### config.mk
export PLATFORM = sky130hd
export DESIGN_NAME = mono_color_expand_blit
export DESIGN_NICKNAME = d
export VERILOG_FILES = /design/src/sv/mcx_pkg.sv /design/src/sv/mcx_cfg_regs.sv /design/src/sv/mcx_expand.sv /design/src/sv/mcx_out_reg.sv /design/src/sv/mono_color_expand_blit.sv
export SDC_FILE = /design/constraint.sdc
export NUM_CORES = 1
export LEC_CHECK = 0
export BUFFER_PORTS_ARGS = -buffer_cell sky130_fd_sc_hd__buf_2
export CORE_MARGIN = 8
export CORE_UTILIZATION = 55
export CTS_CLUSTER_DIAMETER = 120
export DETAILED_ROUTE_END_ITERATION = 12
export GPL_TIMING_DRIVEN = 0
export PLACE_DENSITY = 0.78
export SYNTH_ARGS = -nofsm -noshare
export SYNTH_HDL_FRONTEND = slang
export SYNTH_SLANG_ARGS = --single-unit
### constraint.sdc
create_clock -name clk -period 8.6 [get_ports clk]
set_input_delay 2.58 -clock clk [delete_from_list [all_inputs] [get_ports clk]]
set_output_delay 2.58 -clock clk [all_outputs]
set_load 0.005 [all_outputs]
### src/sv/mcx_pkg.sv
// shared types and constants for the monochrome color expansion blit
// no dependencies; imported by every module of the block
package mcx_pkg;

    localparam int WORD_BITS  = 16;
    localparam int SIZE_BITS  = 13;
    localparam int COORD_BITS = 12;
    localparam int COLOR_BITS = 32;
    localparam int TDATA_BITS = 64;

    localparam logic [3:0] TOP_BIT = 4'd15;

    typedef enum logic [1:0] {
        MODE_REPLACE     = 2'd0,
        MODE_TRANSPARENT = 2'd1,
        MODE_XOR         = 2'd2,
        MODE_REVERSE     = 2'd3
    } mode_t;

    typedef enum logic [1:0] {
        ACT_WRITE  = 2'd0,
        ACT_KEEP   = 2'd1,
        ACT_INVERT = 2'd2
    } action_t;

    localparam logic [31:0] REG_DRAW_MODE  = 32'd0;
    localparam logic [31:0] REG_FOREGROUND = 32'd1;
    localparam logic [31:0] REG_BACKGROUND = 32'd2;
    localparam logic [31:0] REG_START_BIT  = 32'd3;
    localparam logic [31:0] REG_WIDTH      = 32'd4;
    localparam logic [31:0] REG_HEIGHT     = 32'd5;

    // settings seen by the expander
    typedef struct packed {
        mode_t                  mode;
        logic [COLOR_BITS-1:0]  fg;
        logic [COLOR_BITS-1:0]  bg;
        logic [3:0]             offset;
        logic [SIZE_BITS-1:0]   eff_width;
        logic [SIZE_BITS-1:0]   eff_height;
        logic                   restart;
    } cfg_t;

    typedef struct packed {
        logic [COORD_BITS-1:0]  row;
        logic [COORD_BITS-1:0]  column;
        action_t                action;
        logic [COLOR_BITS-1:0]  value;
        logic                   last_of_word;
        logic                   end_of_area;
    } pixel_t;

endpackage

### src/sv/mcx_cfg_regs.sv
// configuration register file with size clamping and restart pulse
// depends on mcx_pkg
module mcx_cfg_regs
    import mcx_pkg::*;
#(
    parameter int MAX_WIDTH  = 4096,
    parameter int MAX_HEIGHT = 4096,
    parameter int PIXEL_BITS = 32
)
(
    input  logic        clk,
    input  logic        rst_n,
    input  logic        cfg_valid,
    output logic        cfg_ready,
    input  logic [31:0] cfg_index,
    input  logic [31:0] cfg_data,
    output cfg_t        cfg
);

    localparam logic [COLOR_BITS-1:0] COLOR_MASK =
        COLOR_BITS'((64'd1 << PIXEL_BITS) - 64'd1);

    mode_t                 mode_reg;
    logic [COLOR_BITS-1:0] fg_reg;
    logic [COLOR_BITS-1:0] bg_reg;
    logic [3:0]            offset_reg;
    logic [SIZE_BITS-1:0]  width_reg;
    logic [SIZE_BITS-1:0]  height_reg;
    logic                  restart_reg;
    logic                  wr;

    assign cfg_ready = 1'b1;
    assign wr = cfg_valid && cfg_ready;

    always_ff @(posedge clk or negedge rst_n)
    begin
        if (!rst_n)
        begin
            mode_reg    <= MODE_REPLACE;
            fg_reg      <= '0;
            bg_reg      <= '0;
            offset_reg  <= '0;
            width_reg   <= '0;
            height_reg  <= '0;
            restart_reg <= 1'b0;
        end
        else
        begin
            // only a write to an existing register restarts the blit
            restart_reg <= wr && (cfg_index <= REG_HEIGHT);
            if (wr)
            begin
                case (cfg_index)
                    REG_DRAW_MODE:  mode_reg   <= mode_t'(cfg_data[1:0]);
                    REG_FOREGROUND: fg_reg     <= cfg_data;
                    REG_BACKGROUND: bg_reg     <= cfg_data;
                    REG_START_BIT:  offset_reg <= cfg_data[3:0];
                    REG_WIDTH:      width_reg  <= cfg_data[SIZE_BITS-1:0];
                    REG_HEIGHT:     height_reg <= cfg_data[SIZE_BITS-1:0];
                    default:        ;
                endcase
            end
        end
    end

    always_comb
    begin
        cfg.mode       = mode_reg;
        cfg.fg         = fg_reg & COLOR_MASK;
        cfg.bg         = bg_reg & COLOR_MASK;
        cfg.offset     = offset_reg;
        cfg.eff_width  = (32'(width_reg) > MAX_WIDTH) ? SIZE_BITS'(MAX_WIDTH) : width_reg;
        cfg.eff_height = (32'(height_reg) > MAX_HEIGHT) ? SIZE_BITS'(MAX_HEIGHT) : height_reg;
        cfg.restart    = restart_reg;
    end

endmodule

### src/sv/mcx_expand.sv
// word holding register and scan state: one pixel per cycle unless stalled
// depends on mcx_pkg; fed by mcx_cfg_regs, drains into mcx_out_reg
module mcx_expand
    import mcx_pkg::*;
(
    input  logic                 clk,
    input  logic                 rst_n,
    input  cfg_t                 cfg,
    input  logic                 s_tvalid,
    output logic                 s_tready,
    input  logic [WORD_BITS-1:0] s_tdata,
    input  logic                 load_ok,
    output logic                 pix_valid,
    output pixel_t               pix
);

    logic [WORD_BITS-1:0]  word_reg;
    logic                  held_reg, held_next;
    logic [3:0]            bit_reg, bit_next;
    logic [SIZE_BITS-1:0]  left_reg, left_next;
    logic [COORD_BITS-1:0] col_reg, col_next;
    logic [COORD_BITS-1:0] row_reg, row_next;
    logic                  done_reg, done_next;

    logic                  step;
    logic                  consume;
    logic                  emit;
    logic                  is_set;
    logic [SIZE_BITS-1:0]  left_dec;
    logic                  row_end;
    logic                  last_row;
    logic [3:0]            first_bit;

    assign first_bit = TOP_BIT - cfg.offset;
    assign is_set    = word_reg[bit_reg];
    assign left_dec  = left_reg - SIZE_BITS'(1);
    assign row_end   = (left_dec == '0);
    assign last_row  = (({1'b0, row_reg} + SIZE_BITS'(1)) >= cfg.eff_height);
    assign step      = held_reg && load_ok;
    assign s_tready  = !held_reg || (step && consume);

    always_comb
    begin
        bit_next  = bit_reg;
        left_next = left_reg;
        col_next  = col_reg;
        row_next  = row_reg;
        done_next = done_reg;
        consume   = 1'b1;
        emit      = 1'b0;

        pix.row          = row_reg;
        pix.column       = col_reg;
        pix.action       = ACT_KEEP;
        pix.value        = '0;
        pix.last_of_word = row_end || (bit_reg == '0);
        pix.end_of_area  = row_end && last_row;

        case (cfg.mode)
            MODE_REPLACE:
            begin
                pix.action = ACT_WRITE;
                pix.value  = is_set ? cfg.fg : cfg.bg;
            end
            MODE_TRANSPARENT:
            begin
                if (is_set)
                begin
                    pix.action = ACT_WRITE;
                    pix.value  = cfg.fg;
                end
            end
            MODE_XOR:
            begin
                if (is_set)
                    pix.action = ACT_INVERT;
            end
            default:
            begin
                if (!is_set)
                begin
                    pix.action = ACT_WRITE;
                    pix.value  = cfg.fg;
                end
            end
        endcase

        if (cfg.restart)
        begin
            bit_next  = first_bit;
            left_next = cfg.eff_width;
            col_next  = '0;
            row_next  = '0;
            done_next = (cfg.eff_height == '0);
        end
        else if (step && !done_reg)
        begin
            // a row with nothing left takes a surplus word and moves on
            if (left_reg == '0)
            begin
                if (last_row)
                    done_next = 1'b1;
                else
                begin
                    row_next  = row_reg + COORD_BITS'(1);
                    bit_next  = first_bit;
                    left_next = cfg.eff_width;
                    col_next  = '0;
                end
            end
            else
            begin
                emit      = 1'b1;
                left_next = left_dec;
                col_next  = col_reg + COORD_BITS'(1);
                if (row_end)
                begin
                    if (bit_reg == '0)
                        bit_next = TOP_BIT;
                    else if (last_row)
                        done_next = 1'b1;
                    else
                    begin
                        row_next  = row_reg + COORD_BITS'(1);
                        bit_next  = first_bit;
                        left_next = cfg.eff_width;
                        col_next  = '0;
                    end
                end
                else if (bit_reg == '0)
                    bit_next = TOP_BIT;
                else
                begin
                    bit_next = bit_reg - 4'd1;
                    consume  = 1'b0;
                end
            end
        end

        held_next = held_reg;
        if (step && consume)
            held_next = 1'b0;
        if (s_tvalid && s_tready)
            held_next = 1'b1;
    end

    assign pix_valid = emit;

    always_ff @(posedge clk or negedge rst_n)
    begin
        if (!rst_n)
        begin
            held_reg <= 1'b0;
            bit_reg  <= TOP_BIT;
            left_reg <= '0;
            col_reg  <= '0;
            row_reg  <= '0;
            done_reg <= 1'b1;
        end
        else
        begin
            held_reg <= held_next;
            bit_reg  <= bit_next;
            left_reg <= left_next;
            col_reg  <= col_next;
            row_reg  <= row_next;
            done_reg <= done_next;
        end
    end

    always_ff @(posedge clk)
    begin
        if (s_tvalid && s_tready)
            word_reg <= s_tdata;
    end

endmodule

### src/sv/mcx_out_reg.sv
// result register between the expander and the master stream
// depends on mcx_pkg
module mcx_out_reg
    import mcx_pkg::*;
(
    input  logic                  clk,
    input  logic                  rst_n,
    input  logic                  pix_valid,
    input  pixel_t                pix,
    output logic                  load_ok,
    output logic                  m_tvalid,
    input  logic                  m_tready,
    output logic [TDATA_BITS-1:0] m_tdata,
    output logic                  m_tlast,
    output logic                  m_tuser
);

    pixel_t pix_reg;
    logic   valid_reg;

    assign load_ok = !valid_reg || m_tready;

    always_ff @(posedge clk or negedge rst_n)
    begin
        if (!rst_n)
            valid_reg <= 1'b0;
        else if (load_ok)
            valid_reg <= pix_valid;
    end

    always_ff @(posedge clk)
    begin
        if (load_ok && pix_valid)
            pix_reg <= pix;
    end

    assign m_tvalid = valid_reg;
    assign m_tdata  = {6'd0, pix_reg.value, pix_reg.action, pix_reg.column, pix_reg.row};
    assign m_tlast  = pix_reg.last_of_word;
    assign m_tuser  = pix_reg.end_of_area;

endmodule

### src/sv/mono_color_expand_blit.sv
// top level of the monochrome color expansion blit
// depends on mcx_pkg, mcx_cfg_regs, mcx_expand, mcx_out_reg
//
// usage:
//   s_* carries 16-bit source words, bit 15 the leftmost pixel. each word
//   expands into up to sixteen pixel beats on m_*, one per cycle unless stalled.
//   cfg_* writes a register (0 mode, 1 fg, 2 bg, 3 start bit, 4 width,
//   5 height); each such write restarts the blit at row 0. write only while idle.
//   a word accepted into the holding register is expanded pixel by pixel and
//   each pixel passes through the result register onto m_*. the word stays
//   held until it has yielded its pixels (16 for an inner word, fewer at row
//   edges, none for a surplus word), paced by the single pixel-per-cycle expander.
//   reset: configuration registers zero, area empty, no beats pending.
//   stall: while m_tready is low a full result register holds its beat and the
//   expander waits; s_tready drops once a word is held and not yet finished.
//   the next word is taken in the cycle its predecessor's last pixel is registered.
module mono_color_expand_blit
    import mcx_pkg::*;
#(
    parameter int MAX_WIDTH  = 4096,
    parameter int MAX_HEIGHT = 4096,
    parameter int PIXEL_BITS = 32
)
(
    input  logic                  clk,
    input  logic                  rst_n,
    input  logic                  cfg_valid,
    output logic                  cfg_ready,
    input  logic [31:0]           cfg_index,
    input  logic [31:0]           cfg_data,
    input  logic                  s_tvalid,
    output logic                  s_tready,
    input  logic [WORD_BITS-1:0]  s_tdata,   // source_word[15:0]
    output logic                  m_tvalid,
    input  logic                  m_tready,
    output logic [TDATA_BITS-1:0] m_tdata,   // pixel_row[11:0], pixel_column[23:12],
                                             // pixel_action[25:24], pixel_value[57:26]
    output logic                  m_tlast,   // last_of_word
    output logic                  m_tuser    // end_of_area
);

    cfg_t   cfg;
    pixel_t pix;
    logic   pix_valid;
    logic   load_ok;

    mcx_cfg_regs #(
        .MAX_WIDTH  (MAX_WIDTH),
        .MAX_HEIGHT (MAX_HEIGHT),
        .PIXEL_BITS (PIXEL_BITS)
    ) u_cfg (
        .clk       (clk),
        .rst_n     (rst_n),
        .cfg_valid (cfg_valid),
        .cfg_ready (cfg_ready),
        .cfg_index (cfg_index),
        .cfg_data  (cfg_data),
        .cfg       (cfg)
    );

    mcx_expand u_expand (
        .clk       (clk),
        .rst_n     (rst_n),
        .cfg       (cfg),
        .s_tvalid  (s_tvalid),
        .s_tready  (s_tready),
        .s_tdata   (s_tdata),
        .load_ok   (load_ok),
        .pix_valid (pix_valid),
        .pix       (pix)
    );

    mcx_out_reg u_out (
        .clk       (clk),
        .rst_n     (rst_n),
        .pix_valid (pix_valid),
        .pix       (pix),
        .load_ok   (load_ok),
        .m_tvalid  (m_tvalid),
        .m_tready  (m_tready),
        .m_tdata   (m_tdata),
        .m_tlast   (m_tlast),
        .m_tuser   (m_tuser)
    );

    // the final pixel of the area always closes its word
    a_area_end_closes_word: assert property (@(posedge clk) disable iff (!rst_n)
        m_tvalid && m_tuser |-> m_tlast)
        else $error("end of area without last of word");

    a_action_legal: assert property (@(posedge clk) disable iff (!rst_n)
        m_tvalid |-> (m_tdata[25:24] == ACT_WRITE || m_tdata[25:24] == ACT_KEEP ||
                      m_tdata[25:24] == ACT_INVERT))
        else $error("illegal pixel action");

    a_value_zero: assert property (@(posedge clk) disable iff (!rst_n)
        m_tvalid && (m_tdata[25:24] != ACT_WRITE) |-> (m_tdata[57:26] == '0))
        else $error("nonzero value on keep or invert");

    // a pixel is only produced when the result register can take it
    a_no_overrun: assert property (@(posedge clk) disable iff (!rst_n)
        pix_valid |-> load_ok)
        else $error("pixel produced into a full result register");

endmodule

==> run summary, run 1 <==
outcome = finished, final reports clean
Worst R2R Setup Slack = 3.90 ns
clock buffers created by TritonCTS = 22
met3 Track Usage GR = 3.719%
number of buffers between clock root and the deepest sink = 3
post-synthesis instance total = 761
layout cells sized above 1 = 33.82%
total grt overflow = 0
hold path startpoint = u_cfg.offset_reg[3]$_DFFE_PN0P_
cells along the critical path = buf_2 > nand2b_1 > nand3b_1 > nor2_1 > nand2_1 > o31ai_1 > nand2_1 > buf_2
Async SR Flop Fraction = 64.98%
worst min path class = reg -> reg
Core Box Area = 17780 um^2
deepest level of the CTS H-tree = 1
top cells by area in the synthesized netlist = dfrtp_1 (35%), edfxtp_1 (23%), mux2_2 (11%)
# placed instances = 1144
met1 layer usage reported by global route = 25.84%
I/O Pins = 154
Total Nets Final = 1043
detailed placer's ending HPWL = 16290 um
count of final setup violators = 0
maximum fanout along the worst path = 5
Die Footprint = 22420 um^2
via count = 7022
sum of routed wire length over all layers = 22750 um
flip-flop and latch count after synthesis = 217
setup repair after global routing missed its margin = no
first-pass GRT wire length = 36470 um
Row Count = 49
Critical-path top delay cell = nor2_1
vias in the first global route = 7116
TritonCTS Sinks = 217
worst hold margin = 0.4758 ns
buffers inserted during post-CTS setup optimization = 0
Slowest Stage Delay on Critical Path = 0.26 ns
most heavily used metal layer in global routing = met2
time the final worst path needs with I/O delays and setup = 6.605 ns
number of flip-flops in the largest register = 58
share of the synthesized area in the top cell type = 34.60%
1st-pass router iterations = 5
All-Layer GR Usage = 20.27%
number of remaining DRC errors = 0
clock-pin slew on the worst setup and hold paths = 0.06 ns
number of buffers inserted by port buffering = 146
RePlAce Congestion = 0.9089
CTS Hold Buffers Added = 0
residual antenna-violating net count after detailed routing = 0
synth cell count leaders = dfrtp_1 (136), mux2_2 (97), edfxtp_1 (76)
Highest Clock Rate = 151.4 MHz
quantity of gates resized following cts = 0
Die Y-Extent = 149.7 um
worst-case reg-to-reg path depth = 15
Worst-Skew Late Latency = 0.50 ns
Chip Width = 149.7 um
Ys Warns = 0
peak ir drop on the vdd network = 0.0001454 V
Worst Hold Path Cells = 1
pin count of the biggest net entering global routing = 83
beginning of the worst register-to-register path = u_expand.row_reg[0]$_DFFE_PN0P_
measured slew at the worst slew-check pin = 0.8089 ns
distinct cell type count of the synthesized netlist = 71
clock root buffer = clkbuf_16
crit path kind = in -> out
Hold Path Sink = u_expand.bit_reg[3]$_DFFE_PN1P_
detailed-route wire length per cell = 19.16 um
RR Endpoint = u_expand.left_reg[1]$_DFFE_PN0P_
Setup TNS Final = 0 ns
critical path launch point type = input pin
met2 global-route usage = 34.08%
Avg Synthesized Cell Area = 12.93 um^2
relative slew slack = 45.61%
ratio of final minimum period to clock period = 76.80%
antenna violations before repair = 2
DR iter-0 viols = 587
area delta synth->final = 18.82%
required arrival time at the worst endpoint = 6.02 ns
Initial Utilization = 55.33%
Final Max Tran Viols = 0
post-route insts no fill = 1187
most used flip-flop cell after synthesis = dfrtp_1
areal power density over the cells = 179.0 nW/um^2
cell leakage power = 5.469 nW
area of the mapped netlist = 9837 um^2
number of enable-type register cells in the synthesized netlist = 76
vias per cell = 5.916
Worst Path Arrival = 4.02 ns
clock tree skew after final layout = 0.01041 ns
Critical Path End Type = primary output
area leader, netlist = dfrtp_1
part of the Yosys area used for sequential elements = 59.13%
max-cap viol count = 0
pre-CTS worst setup slack = 2.056 ns
min setup slack post-route = 1.995 ns
CTS tree = yes
most frequent cell after synthesis = dfrtp_1
Final Hold Vio Count = 0
==> per-stage QoR <==
step           util (%)  total power [mW]  area (um^2)
6_report          65.74             2.092        11690
5_1_grt           65.73             2.163        11690
4_1_cts           65.70             2.110        11680
3_5_place_dp      61.61             1.156        10950
3_3_place_gp      61.15             1.153        10870
2_1_floorplan         -             1.110         9856
==> worst max path at each step <==
stage / start / end / slack, ns / cells after the start
floorplan: m_tready / s_tready / 2.59 / 6
global placement: m_tready / u_expand.left_reg[9]$_DFFE_PN0P_ / 2.00 / 9
detailed placement: m_tready / s_tready / 2.06 / 8
CTS: m_tready / s_tready / 2.03 / 8
global route: m_tready / s_tready / 1.92 / 8
finish: m_tready / s_tready / 2.00 / 8
==> worst max-delay path: cells and delay by family <==
family / cells / cell delay [ns]
AND/OR/NAND/NOR: 5 / 0.97
AO/OA/AOI/OAI: 1 / 0.26
buffers and inverters: 2 / 0.22
==> layout make-up <==
cell class | instances | area [um^2]
multi-input combinational | 488 | 3764
inverter | 24 | 90.09
buffer | 37 | 185.2
fill | 1345 | 6091
antenna | 3 | 7.507
tap | 229 | 286.5
sequential | 217 | 5817
clock inverter | 6 | 80.08
clock buffer | 34 | 646.9
timing repair buffer | 149 | 812.0
==> metal layers <==
metal	part of all wire (%)	vias up
met3	6.7	44
met2	50	234
met1	40	3491
met4	2.7	0
met5	0	-
li1	-	3253
==> where the power goes <==
part           leakage, nW  internal (mW)  switching (mW)
clock                0.358          0.577           0.380
combinational         2.31         0.0229          0.0376
sequential            2.80           1.07         0.00165
total                 5.47           1.67           0.419
==> kinds of logic (layout without fill, tap and decap cells) <==
family / Yosys count / count (layout) / share of synthesized area, %
multiplexers: 103 / 103 / 12.35
adder cells (fa/ha/maj): 19 / 19 / 2.417
buffers and inverters: 61 / 250 / 2.798
other: 2 / 10 / 0.07634
XOR/XNOR: 13 / 13 / 1.157
flip-flops: 217 / 217 / 59.13
AND/OR/NAND/NOR: 195 / 195 / 11.09
AO/OA/AOI/OAI: 151 / 151 / 10.98
==> layout by cell type (no fill, tap or decap), drive strengths merged, types with 8 or more instances in the layout <==
| cell type | synthesis | routed |
|---|---|---|
| a31oi | 8 | 8 |
| a22o | 30 | 30 |
| mux2 | 97 | 97 |
| o31ai | 15 | 15 |
| edfxtp | 76 | 76 |
| o211ai | 10 | 10 |
| clkbuf | 15 | 49 |
| o221ai | 8 | 8 |
| nand3 | 23 | 23 |
| nand4 | 11 | 11 |
| inv | 24 | 24 |
| a21oi | 35 | 35 |
| ha | 19 | 19 |
| nor4 | 15 | 15 |
| nor2 | 22 | 22 |
| nor3 | 12 | 12 |
| or4 | 13 | 13 |
| nand2b | 9 | 9 |
| dfrtp | 136 | 136 |
| o21ai | 18 | 18 |
| buf | 22 | 171 |
| xnor2 | 12 | 12 |
| nand2 | 50 | 50 |
No activity file was read; power rests on OpenSTA's default activity.
==> run 2: changes to the inputs <==
--- a/config.mk
+++ b/config.mk
@@ -5,13 +5,14 @@
 export SDC_FILE = /design/constraint.sdc
 export NUM_CORES = 1
 export LEC_CHECK = 0
+export ABC_AREA = 1
 export BUFFER_PORTS_ARGS = -buffer_cell sky130_fd_sc_hd__buf_2
 export CORE_MARGIN = 8
 export CORE_UTILIZATION = 55
 export CTS_CLUSTER_DIAMETER = 120
 export DETAILED_ROUTE_END_ITERATION = 12
 export GPL_TIMING_DRIVEN = 0
-export PLACE_DENSITY = 0.78
+export PLACE_DENSITY = 0.77
 export SYNTH_ARGS = -nofsm -noshare
 export SYNTH_HDL_FRONTEND = slang
 export SYNTH_SLANG_ARGS = --single-unit
==> constraint.sdc (replaced) <==
create_clock -name clk -period 6.9 [get_ports clk]
set_input_delay 2.07 -clock clk [delete_from_list [all_inputs] [get_ports clk]]
set_output_delay 2.07 -clock clk [all_outputs]
set_load 0.005 [all_outputs]
==> run 2 against run 1 <==
  * Global-route usage increased by 2.0 points
  * Power rose by 42%
  * Wire length grew 16%
  * Flip-flop and latch count stayed put
  * Synthesized cell count rose by 59%
  * Clock skew increased by 0.0046 ns
  * Setup slack worse by 0.79 ns
  * Via count rose by 29%
  * Area after synthesis grew 8.2%
  * Critical path depth increased by 3
  * Die area increased by 7.3%
==> run summary, run 2 <==
outcome = finished, final reports clean
Avg Synthesized Cell Area = 8.805 um^2 (-32%)
commonest non-fill, non-tap cell in the layout = nand2_1
critical path launch point type = input pin
cell family contributing the most delay on the critical path = simple AND/OR/NAND/NOR gates
number of flip-flops in the largest register = 58 (unchanged)
crit path kind = in -> out
required arrival time at the worst endpoint = 4.83 ns (-1.19 ns)
pin count of the biggest net entering global routing = 75 (-9.6%)
area leader, netlist = dfrtp_1
multi-input logic area = 4150 um^2 (+10%)
Highest Clock Rate = 175.5 MHz
CTS Hold Buffers Added = 0 (unchanged)
maximum fanout along the worst path = 5 (unchanged)
clock tree skew after final layout = 0.01502 ns (+0.004609 ns)
overall power after layout = 2.961 mW (+42%)
Chip Width = 155.1 um (+3.6%)
clock-pin slew on the worst setup and hold paths = 0.06 ns (about the same)
Die Footprint = 24060 um^2 (+7.3%)
peak ir drop on the vdd network = 0.0001781 V (+22%)
I/O Pins = 154 (unchanged)
ANT cells = 0 (-3)
flip-flop and latch count after synthesis = 217 (unchanged)
layout cells sized above 1 = 19.96% (-14 points)
via count = 9038 (+29%)
Core Box Area = 19210 um^2 (+8.0%)
measured slew at the worst slew-check pin = 0.8424 ns (+0.03356 ns)
Final Max Tran Viols = 0 (unchanged)
highest-count cells in the layout ignoring fill and taps = nand2_1 (328), buf_2 (152), dfrtp_1 (136)
sum of routed wire length over all layers = 26430 um (+16%)
Total Nets Final = 1490 (+43%)
RePlAce Congestion = 0.9167 (+0.86%)
worst min path class = reg -> reg
number of remaining DRC errors = 0 (unchanged)
residual antenna-violating net count after detailed routing = 0 (unchanged)
Initial Utilization = 55.42% (+0.096 points)
synth cell count leaders = nand2_1 (328), dfrtp_1 (136), inv_1 (108)
area delta synth->final = 17.49%
Ys Warns = 0 (unchanged)
Critical Path End Type = primary output
quantity of gates resized following cts = 0 (unchanged)
Die Y-Extent = 155.1 um (+3.6%)
detailed-route wire length per cell = 15.85 um (-17%)
total grt overflow = 0 (unchanged)
min setup slack post-route = 1.202 ns (-0.7928 ns)
number of buffers between clock root and the deepest sink = 3 (unchanged)
Row Count = 51 (+4.1%)
pre-CTS worst setup slack = 1.286 ns (-0.7695 ns)
Critical-path top delay cell = a21boi_0
part of the Yosys area used for sequential elements = 54.64% (-4.5 points)
time the final worst path needs with I/O delays and setup = 5.698 ns
antenna violations before repair = 0 (-2)
CTS tree = yes
cell leakage power = 5.936 nW (+8.5%)
Async SR Flop Fraction = 64.98% (unchanged)
fill count = 1572 (+17%)
Worst Path Arrival = 3.63 ns (-0.39 ns)
Post-Layout Inst Area = 12510 um^2 (+7.0%)
Setup TNS Final = 0 ns (unchanged)
sequential cell area in the final layout = 5817 um^2 (unchanged)
CP Buf/Inv Count = 4 (+2)
1st-pass router iterations = 6 (+1)
beginning of the worst register-to-register path = u_expand.row_reg[0]$_DFFE_PN0P_
buffers inserted during post-CTS setup optimization = 0 (unchanged)
most frequent cell after synthesis = nand2_1
share of the synthesized area in the top cell type = 31.97% (-2.6 points)
Worst-Skew Late Latency = 0.52 ns (+0.02 ns)
most repeated library cell on the critical path = nand2_1
area of the mapped netlist = 10650 um^2 (+8.2%)
areal power density over the cells = 236.8 nW/um^2 (+32%)
number of buffers inserted by port buffering = 145 (-0.68%)
number of enable-type register cells in the synthesized netlist = 76 (unchanged)
clock root buffer = clkbuf_16
top cells by area in the synthesized netlist = dfrtp_1 (32%), edfxtp_1 (21%), nand2_1 (12%)
DR iter-0 viols = 704 (+20%)
All-Layer GR Usage = 22.24% (+2.0 points)
setup repair after global routing missed its margin = no
Critical Path Source = m_tready
vias in the first global route = 9106 (+28%)
distinct cell type count of the synthesized netlist = 47 (-34%)
post-synthesis instance total = 1209 (+59%)
worst hold margin = 0.4550 ns (-0.02089 ns)
count of final setup violators = 0 (unchanged)
first-pass GRT wire length = 44230 um (+21%)
placement-stage cell area = 11780 um^2 (+7.5%)
Slowest Stage Delay on Critical Path = 0.34 ns (+0.08 ns)
hold path startpoint = u_expand.col_reg[9]$_DFFE_PN0P_
vias per cell = 5.418 (-8.4%)
cells along the critical path = buf_2 > inv_1 > nand2_1 > nand2_1 > nor2_1 > inv_1 > nor2_1 > nand2_1 > a21boi_0 > nand2_1 > buf_2
relative slew slack = 43.84% (-1.8 points)
deepest level of the CTS H-tree = 1 (unchanged)
detailed placer's ending HPWL = 19250 um (+18%)
max-cap viol count = 0 (unchanged)
most used flip-flop cell after synthesis = dfrtp_1
Final Hold Vio Count = 0 (unchanged)
clock buffers created by TritonCTS = 23 (+4.5%)
TritonCTS Sinks = 217 (unchanged)
ratio of final minimum period to clock period = 82.57%
run 2: changes by cell type after synthesis, moves of 41 or more:
cell / before / now
inv_1: 24 / 108
mux2_2: 97 / 0
nor2_1: 21 / 64
a21oi_1: 34 / 75
nand2_1: 49 / 328
o21ai_0: 14 / 104
run 2: logic make-up after synthesis:
kind of cell	after synthesis	synth area share, %
compound gates	231	11.91
xor+xnor	9	0.7404
fa+ha+maj	19	2.233
buf+inv	171	6.582
flops	217	54.64
mux	2	0.1881
other cells	2	0.07055
simple gates	558	23.64
run 2: stage by stage:
stage	util (%)	std cells
floorplan	-	1214
global placement	61.03	1624
detailed placement	61.31	1626
CTS	65.10	1668
global route	65.12	1668
finish	65.12	1668
run 2: layout make-up:
| type | instances | area share, % |
|---|---|---|
| sequential | 217 | 46.51 |
| multi-input combinational | 826 | 33.18 |
| timing repair buffer | 147 | 6.232 |
| clock buffer | 34 | 5.172 |
| inverter | 120 | 3.601 |
| tap | 265 | 2.651 |
| buffer | 51 | 2.001 |
| clock inverter | 8 | 0.6503 |
run 2: worst paths after layout:
check,end,slack (ns),cells past startpoint
hold / removal,u_out.m_tdata[21]$_DFFE_PP_,0.45,0
min in group asynchronous,u_expand.row_reg[5]$_DFFE_PN0P_,1.58,1
setup / recovery,s_tready,1.20,11
setup reg to reg,u_expand.left_reg[11]$_DFFE_PN0P_,3.18,21
hold reg to reg,u_out.m_tdata[21]$_DFFE_PP_,0.45,0
max in group asynchronous,u_expand.bit_reg[1]$_DFFE_PN1P_,4.49,2
run 2: report_power, final:
part / internal [mW] / switching [mW]
clock network: 0.692 / 0.501
logic: 0.125 / 0.278
registers: 1.36 / 0.0103
total: 2.17 / 0.789
run 2: worst register-to-register path: cells and delay by family, from the launching register on:
| family | cells | cell delay (ns) |
|---|---|---|
| flip-flops | 1 | 0.46 |
| AO/OA/AOI/OAI | 3 | 0.28 |
| buffers and inverters | 4 | 0.69 |
| AND/OR/NAND/NOR | 12 | 1.68 |
| adder cells (fa/ha/maj) | 2 | 0.56 |
run 2: layer usage:
layer | global-route usage [%] | wire length (um) | vias to the layer above
li1 | - | - | 4372
met1 | 28.52 | 11300 | 4284
met2 | 36.99 | 12500 | 330
met3 | 4.632 | 1964 | 52
met4 | 7.466 | 664 | 0
met5 | 0 | 0 | -
